==> config.mk <==
export PLATFORM = sky130hd
export DESIGN_NAME = ipv6rt_cell
export DESIGN_NICKNAME = d
export VERILOG_FILES = /design/src/ipv6_route_table_lpm_macros.svh /design/src/ipv6rt_pkg.sv /design/src/ipv6rt_cell.sv
export SDC_FILE = /design/constraint.sdc
export NUM_CORES = 1
export LEC_CHECK = 0
export BUFFER_PORTS_ARGS = -buffer_cell sky130_fd_sc_hd__buf_2
export CORE_AREA = 2 2 579 581
export CTS_BUF_LIST = sky130_fd_sc_hd__clkbuf_4 sky130_fd_sc_hd__clkbuf_8
export DETAILED_ROUTE_END_ITERATION = 10
export DIE_AREA = 0 0 581 583
export PLACE_DENSITY = 0.3
export SYNTH_ARGS = -nofsm -noshare
export SYNTH_HDL_FRONTEND = slang
export SYNTH_SLANG_ARGS = --single-unit
==> constraint.sdc <==
create_clock -name clk -period 10.45 [get_ports clk]
set_input_delay 2.09 -clock clk [delete_from_list [all_inputs] [get_ports clk]]
set_output_delay 2.09 -clock clk [all_outputs]
set_load 0.05 [all_outputs]
==> src/ipv6_route_table_lpm_macros.svh <==
// assertion helpers for the route table
`ifndef IPV6_ROUTE_TABLE_LPM_MACROS_SVH
`define IPV6_ROUTE_TABLE_LPM_MACROS_SVH

// condition a at an edge demands c at the same edge
`define RT_ASSERT_NOW(label, clk, rst_n, a, c) \
	label: assert property (@(posedge clk) disable iff (!rst_n) (a) |-> (c)) \
		else $error("route table check failed");

// condition a at an edge demands c at the next edge
`define RT_ASSERT_NEXT(label, clk, rst_n, a, c) \
	label: assert property (@(posedge clk) disable iff (!rst_n) (a) |=> (c)) \
		else $error("route table check failed");

`endif

==> src/ipv6rt_pkg.sv <==
package ipv6rt_pkg;

	localparam int DEPTH = 32;
	localparam int CNT_W = $clog2(DEPTH + 1);

	localparam logic [7:0]  MAX_LEN        = 8'd128;
	localparam logic [15:0] DEFAULT_METRIC = 16'd10;
	localparam logic [1:0]  SRC_MANUAL     = 2'd0;
	localparam logic [1:0]  SRC_RA         = 2'd1;

	localparam logic [1:0] STATUS_OK   = 2'd0;
	localparam logic [1:0] STATUS_MISS = 2'd1;
	localparam logic [1:0] STATUS_FULL = 2'd2;

	localparam logic REG_DIST_CONN   = 1'b0;
	localparam logic REG_DIST_STATIC = 1'b1;

	typedef enum logic [1:0] {
		FN_LOOKUP = 2'd0,
		FN_STATIC = 2'd1,
		FN_PREFIX = 2'd2,
		FN_DELETE = 2'd3
	} func_t;

	typedef enum logic [1:0] {
		S_IDLE,
		S_EXEC
	} fsm_t;

	typedef enum logic [2:0] {
		CELL_HOLD,
		CELL_LOAD,
		CELL_PREV,
		CELL_NEXT,
		CELL_UPD
	} cell_op_t;

	typedef struct packed {
		logic [1:0]  func;
		logic [63:0] addr_hi;
		logic [63:0] addr_lo;
		logic [7:0]  prefix_len;
		logic [15:0] metric_in;
		logic [7:0]  iface_in;
		logic [63:0] hop_hi;
		logic [63:0] hop_lo;
		logic [31:0] expiry_in;
		logic [1:0]  source_kind;
		logic [31:0] now_tick;
	} req_t;

	typedef struct packed {
		logic [1:0]  status;
		logic [7:0]  iface_out;
		logic [63:0] next_hi;
		logic [63:0] next_lo;
		logic [7:0]  match_len;
		logic [5:0]  entry_count;
	} rsp_t;

	typedef struct packed {
		logic [63:0] pfx_hi;
		logic [63:0] pfx_lo;
		logic [7:0]  len;
		logic [7:0]  adm_dist;
		logic [15:0] metric;
		logic [7:0]  iface;
		logic [63:0] nh_hi;
		logic [63:0] nh_lo;
		logic [31:0] expiry;
		logic [1:0]  src;
	} route_t;

	// broadcast to every cell for one transaction
	typedef struct packed {
		logic [63:0] addr_hi;
		logic [63:0] addr_lo;
		logic [31:0] now;
		logic [1:0]  src;
	} qry_t;

	typedef struct packed {
		logic hit;
		logic rm;
		logic better;
		logic same;
	} cell_flg_t;

endpackage

==> src/ipv6rt_cell.sv <==
module ipv6rt_cell (
	input  logic                 clk,
	input  logic                 arst_n,
	input  ipv6rt_pkg::cell_op_t op,
	input  ipv6rt_pkg::route_t   new_ent,
	input  ipv6rt_pkg::qry_t     qry,
	input  ipv6rt_pkg::route_t   prev_ent,
	input  logic                 prev_vld,
	input  ipv6rt_pkg::route_t   next_ent,
	input  logic                 next_vld,
	output ipv6rt_pkg::route_t   ent,
	output logic                 vld,
	output ipv6rt_pkg::cell_flg_t flg
);

	ipv6rt_pkg::route_t ent_q;
	ipv6rt_pkg::route_t upd_ent;
	logic               vld_q;
	logic [63:0]        mhi;
	logic [63:0]        mlo;
	logic [7:0]         lo_len;
	logic               match;
	logic               expired;

	always_ff @(posedge clk or negedge arst_n) begin
		if (!arst_n) begin
			vld_q <= 1'b0;
		end else begin
			case (op)
				ipv6rt_pkg::CELL_LOAD: vld_q <= 1'b1;
				ipv6rt_pkg::CELL_PREV: vld_q <= prev_vld;
				ipv6rt_pkg::CELL_NEXT: vld_q <= next_vld;
				default: vld_q <= vld_q;
			endcase
		end
	end

	always_comb begin
		upd_ent        = ent_q;
		upd_ent.iface  = new_ent.iface;
		upd_ent.expiry = new_ent.expiry;
	end

	always_ff @(posedge clk) begin
		case (op)
			ipv6rt_pkg::CELL_LOAD: ent_q <= new_ent;
			ipv6rt_pkg::CELL_PREV: ent_q <= prev_ent;
			ipv6rt_pkg::CELL_NEXT: ent_q <= next_ent;
			ipv6rt_pkg::CELL_UPD:  ent_q <= upd_ent;
			default: ent_q <= ent_q;
		endcase
	end

	always_comb begin
		lo_len = ent_q.len - 8'd64;
		mhi = (ent_q.len >= 8'd64) ? '1 : ~({64{1'b1}} >> ent_q.len);
		mlo = (ent_q.len <= 8'd64) ? '0 : ~({64{1'b1}} >> lo_len);
		match = (((qry.addr_hi ^ ent_q.pfx_hi) & mhi) == '0)
			&& (((qry.addr_lo ^ ent_q.pfx_lo) & mlo) == '0);
		expired = (ent_q.expiry != '0) && (qry.now > ent_q.expiry);
		flg.hit = vld_q && match && !expired;
		flg.rm  = vld_q && match && expired && (ent_q.src == ipv6rt_pkg::SRC_RA);
		if (new_ent.len != ent_q.len)
			flg.better = vld_q && (new_ent.len > ent_q.len);
		else if (new_ent.adm_dist != ent_q.adm_dist)
			flg.better = vld_q && (new_ent.adm_dist < ent_q.adm_dist);
		else
			flg.better = vld_q && (new_ent.metric < ent_q.metric);
		flg.same = vld_q && (ent_q.src == qry.src) && (ent_q.pfx_hi == qry.addr_hi)
			&& (ent_q.pfx_lo == qry.addr_lo) && (ent_q.len == new_ent.len);
	end

	assign ent = ent_q;
	assign vld = vld_q;

endmodule

==> key figures, run 1 <==
Outcome
  • Status: finished clean

Die
  • Initial Utilization: 7.19%
  • DIE WIDTH: 581 um
  • Number of I/O pins: 1494
  • Core area: 332000 um2
  • Row count: 212
  • Die Area: 339000 um2
  • Chip height: 583 um

Yosys
  • Largest area contributor in the netlist: edfxtp_1
  • Top post-synthesis cells by area: edfxtp_1 (41%), mux2i_1 (14%), a221oi_1 (11%)
  • Syn Inst Count: 2497
  • Post-synthesis register bit count: 331
  • Main synth FF type: edfxtp_1
  • Top cell type's share of synthesized area: 41.4%
  • Post-Syn Nets: 3721
  • Post-synth cell types: 74
  • Seq/Total Area, Yosys: 41.5%
  • Average cell area after synthesis: 9.58 um2
  • Syn Std Cell Area: 23900 um2
  • Synthesis Warnings: 0
  • Post-synth ARST share: 0.302%
  • EDFF count, synth: 330

Worst setup path
  • Reg-to-Reg Start: vld
  • CP cell instances: buf_2 -> xnor2_1 -> nand4_1 -> or4_1 -> or3_1 -> a2111oi_0 -> nand4_1 -> a2111oi_1 -> buf_2
  • Critical Path Fanout Max: 2
  • Slowest stage delay, CP: 1.03 ns
  • Setup Crit Path Kind: in -> out
  • Reg-to-reg slack, setup: 9.57 ns
  • CP startpoint kind: input port
  • CP Data Required Time: 8.36 ns
  • Worst EP arrival: 6.49 ns
  • Top delay family on crit path: compound AO/OA/AOI/OAI gates
  • Endpoint class of the critical path: output port
  • R2r endpoint: vld
  • Slowest cell on crit path: a2111oi_1
  • WP depth: 9
  • Worst Path Buf+Inv: 2
  • R2R depth: 3

Finish
  • NumNets Final: 5173
  • Final Util: 11.7%
  • Share of cells above drive strength 1: 42.8%
  • Most common cell after layout, fill and taps aside: buf_2
  • Most frequent cells in the layout: buf_2 (1490), nor2_1 (363), mux2i_1 (330), edfxtp_1 (330), nand2_1 (323)
  • Layout area overhead: 62.2%

Clock network
  • Clock Path Buffers: 4
  • CTS tree: done
  • Clock latency on the worst-skew pair: 0.88 ns
  • Setup repair bufs after CTS: 0
  • Hold-fix buffers, CTS: 0
  • Root buf cell: clkbuf_8
  • Post-CTS Resized: 0
  • Num CTS Buffers: 88
  • H-tree levels: 3
  • Worst-path clk slew: 0.06 ns
  • Clock Sink Count: 331

Detailed routing
  • WL/cell: 32.2 um
  • Iter 0 DRT Violations: 2393
  • ANT nets after route: 0
  • DRC errors left: 0
  • Drt pass-1 iters: 8
  • Vias per inst: 3.44
  • Final WL: 273 mm
  • Routed via count: 29139

STA
  • Slew headroom: 16.7%
  • Final min period: 8.58 ns
  • Final Max Slew Viols: 0
  • Setup TNS: 0 ns
  • Final hold vios: 0
  • Fmax: 0.117 GHz
  • Slew @ Worst Pin: 1.21 ns
  • Crit share post-route: 82.1%
  • Clk_skew: 0 ns
  • Slack of the critical path: 1.87 ns
  • # setup viols final: 0
  • Unrepaired setup endpoints after global routing: no

Flow run
  • Max cap viols: 0

Global routing
  • GR Overflow Total: 0
  • Initial antenna violation count: 289
  • GRT Overall Usage: 15.4%
  • Largest net degree at the start of global routing: 106
  • First-pass GRT wire length: 334 mm
  • Vias in the first global route: 28329

Place
  • RD Place Congestion: 0.971
  • Port Buffers: 1493
  • Detail Placement HPWL: 235 mm
  • Post-placement worst setup slack: 1.95 ns

Hold path
  • HP Class: reg -> reg
  • Hold depth: 3
  • Hold Crit Start: vld
  • WHS Endpoint: vld

Pwr
  • VDD IR-drop max: 74.1 uV
  • Power Density: 148 nW/um2
  • Leakage: 16.5 nW
-- worst min-delay path, cell delays in order (launching register included) --
cell and delay, ns:
dfrtp_1 0.35, buf_4 0.21, nor2_1 0.13, a21oi_1 0.04
-- flip-flops by register name, summed over array words and instances (netlist names) --
name and count:
ent 330, vld 1
-- Yosys cell counts, drive strengths merged, types with 3 or more instances --
| cell type | instances |
|---|---|
| a2111oi | 6 |
| a211o | 5 |
| a211oi | 5 |
| a21boi | 3 |
| a21o | 17 |
| a21oi | 96 |
| a221oi | 292 |
| a22o | 4 |
| a22oi | 4 |
| a31oi | 10 |
| a41oi | 5 |
| and2 | 4 |
| and3 | 7 |
| and4 | 5 |
| buf | 15 |
| clkbuf | 185 |
| edfxtp | 330 |
| ha | 65 |
| inv | 66 |
| maj3 | 4 |
| mux2i | 331 |
| nand2 | 323 |
| nand2b | 5 |
| nand3 | 20 |
| nand4 | 28 |
| nor2 | 364 |
| nor2b | 11 |
| nor3 | 19 |
| nor4 | 21 |
| o2111ai | 6 |
| o211ai | 8 |
| o21a | 7 |
| o21ai | 32 |
| o22ai | 9 |
| o31ai | 5 |
| o41ai | 4 |
| or2 | 3 |
| or3 | 4 |
| or4 | 5 |
| xnor2 | 88 |
| xor2 | 45 |
-- metrics by stage --
stage | power, mW | hold WS (ns) | std cells | instance area (um2)
after floorplan | 2.85 | 0.821 | 2497 | 23900
after global placement | 3.97 | 0.806 | 8246 | 36800
after detailed placement | 3.96 | 0.801 | 8246 | 36800
after CTS | 5.90 | 0.810 | 8394 | 38600
after global routing | 5.99 | 0.814 | 8416 | 38600
final | 5.74 | 0.773 | 8477 | 38800
-- area by class of cell --
class                   count  area, um2
inverters                  68        255
clock inverters            29        275
diodes                     83        208
clock buffers             119       1450
well taps                4387       5490
multi-input cells        1898      13000
repair buffers           1562       8130
fillers                 38541     294000
flip-flops and latches    331       9930
-- cells by family (layout without fill, tap and decap cells) --
kind of cell / after synthesis / after routing / share of synthesized area (%)
compound gates: 537 / 537 / 17.4
xor+xnor: 133 / 133 / 4.87
fa+ha+maj: 69 / 69 / 3.57
buf+inv: 268 / 1778 / 4.30
flops: 331 / 331 / 41.5
mux: 331 / 331 / 13.9
other cells: 0 / 83 / 0
simple gates: 828 / 828 / 14.5
-- routing by layer --
layer / track usage (%) / up-vias / part of all wire (%)
li1: - / 12514 / -
met1: 17.7 / 14048 / 39
met2: 26.8 / 1915 / 49
met3: 5.69 / 552 / 9.5
met4: 3.59 / 110 / 2.7
met5: 0 / - / 0.26
-- worst max-delay path by stage --
stage | slack (ns) | from | endpoint
after floorplan | 2.18 | qry[136] | flg[2]
after global placement | 1.60 | qry[83] | flg[2]
after detailed placement | 1.95 | qry[83] | flg[3]
after CTS | 1.88 | ent[200] | flg[3]
after global routing | 1.81 | ent[201] | flg[3]
final | 1.87 | qry[83] | flg[2]
-- report_power, final --
| group | internal (mW) | leakage (nW) | total (mW) | switching [mW] |
|---|---|---|---|---|
| clock | 1.02 | 0.916 | 1.85 | 0.833 |
| sequential | 1.65 | 3.16 | 1.83 | 0.183 |
| combinational | 0.578 | 12.4 | 2.05 | 1.48 |
| total | 3.24 | 16.5 | 5.74 | 2.49 |
(Power assumes the default switching activity.)
==> run 2, diff against run 1 <==
- clock period: 10.45 -> 7.3 ns (I/O delays scaled with it)
==> run 2 against run 1 <==
Worst setup slack worse by 1.4 ns. Final cell count up 0.97%. Critical path depth up 4. Critical path type is now reg -> out. First-iteration DRC count up 11%. Worst hold slack worse by 0.44 ns. Utilization up 0.12 points. Power up 45%. Wire length up 0.75%. Register-to-register slack worse by 3.6 ns. Via count up 1.2%. Sequential power up 45%. Die area unchanged.
==> key figures, run 2 (synthesis results as in run 1) <==
STA
  • Slew @ Worst Pin: 1.43 ns
  • Final hold vios: 0
  • Crit share post-route: 94.1%
  • Final min period: 6.87 ns
  • Fmax: 0.146 GHz
  • Unrepaired setup endpoints after global routing: no
  • # setup viols final: 0
  • Slew headroom: 1.78%
  • Clk_skew: 0 ns
  • Setup TNS: 0 ns
  • Hold WS: 0.334 ns
  • Slack of the critical path: 0.431 ns
  • Final Max Slew Viols: 0

Place
  • RD Place Congestion: 0.991
  • Port Buffers: 1493
  • Post-placement worst setup slack: 0.951 ns
  • Detail Placement HPWL: 237 mm

Die
  • DIE WIDTH: 581 um
  • Number of I/O pins: 1494
  • Chip height: 583 um
  • Initial Utilization: 7.19%
  • Die Area: 339000 um2
  • Row count: 212
  • Core area: 332000 um2

Worst setup path
  • Worst EP arrival: 5.41 ns
  • Reg-to-reg slack, setup: 5.97 ns
  • R2R depth: 3
  • Setup Crit Path Kind: reg -> out
  • Reg-to-Reg Start: vld
  • R2r endpoint: vld
  • CP Data Required Time: 5.84 ns
  • Endpoint class of the critical path: output port
  • CP startpoint kind: flop
  • Critical Path Fanout Max: 20

Finish
  • Most frequent cells in the layout: buf_2 (1488), nor2_1 (363), mux2i_1 (330), edfxtp_1 (330), nand2_1 (323)
  • Most common cell after layout, fill and taps aside: buf_2
  • Layout area overhead: 63.8%
  • Largest register FFs: 330
  • Final Util: 11.8%
  • NumNets Final: 5197
  • Share of cells above drive strength 1: 43.1%

Clock network
  • Num CTS Buffers: 89
  • Clock latency on the worst-skew pair: 0.89 ns
  • Setup repair bufs after CTS: 0
  • Root buf cell: clkbuf_8
  • Hold-fix buffers, CTS: 0
  • Clock Path Buffers: 4
  • CTS tree: done
  • Clock Sink Count: 331
  • Worst-path clk slew: 0.06 ns
  • H-tree levels: 3
  • Post-CTS Resized: 0

Detailed routing
  • Vias per inst: 3.44
  • Routed via count: 29476
  • WL/cell: 32.1 um
  • Iter 0 DRT Violations: 2651
  • Final WL: 275 mm
  • DRC errors left: 0
  • ANT nets after route: 0
  • Drt pass-1 iters: 5

Pwr
  • Power Density: 213 nW/um2
  • Leakage: 16.6 nW
  • Power, Total: 8.32 mW
  • VDD IR-drop max: 157 uV

Hold path
  • HP Class: in -> async

Flow run
  • Max cap viols: 0

Global routing
  • GR Overflow Total: 0
  • Vias in the first global route: 28705
  • GRT Overall Usage: 15.5%
  • First-pass GRT wire length: 337 mm
  • Largest net degree at the start of global routing: 116
  • Initial antenna violation count: 281

Outcome
  • Status: finished clean
run 2: cell type report:
class	count	area [um2]
well taps	4387	5490
fillers	38546	293000
clock inverters	38	355
flip-flops and latches	331	9930
diodes	140	350
repair buffers	1585	8360
multi-input cells	1898	13000
clock buffers	112	1400
inverters	68	255
run 2: worst max path at each step:
stage,startpoint,to
finish,ent[200],flg[3]
global route,ent[197],flg[2]
CTS,ent[197],flg[3]
global placement,qry[75],flg[3]
detailed placement,qry[75],flg[3]
floorplan,ent[201],flg[2]
run 2: per-layer routing:
layer / global-route usage, % / wire, um / share of wire, % / up-vias
li1: - / - / - / 12620
met1: 18.2 / 107000 / 39 / 14254
met2: 26.7 / 132000 / 48 / 1976
met3: 5.59 / 27200 / 9.9 / 514
met4: 3.84 / 8270 / 3.0 / 112
met5: 0 / 724 / 0.26 / -
run 2: power by group:
| part | switching, mW | internal [mW] |
|---|---|---|
| sequential | 0.287 | 2.36 |
| clock | 1.24 | 1.49 |
| combinational | 2.10 | 0.847 |
run 2: through the flow:
step	cell area (um2)	std cells
CTS	38800	8419
global route	39000	8479
finish	39200	8559
global placement	37100	8269
floorplan	23900	2497
detailed placement	37100	8269
run 2: worst max-delay path: stages (launching register included):
cell and delay [ns]:
edfxtp_1 0.33, buf_4 0.25, inv_1 0.22, ha_1 0.33, buf_4 0.26, nor3b_2 0.70, a21oi_1 0.15, nor4_1 0.23
o2111ai_1 0.17, a2111oi_0 0.65, nand4_1 0.26, a2111oi_0 0.55, buf_4 0.25, buf_12 0.15
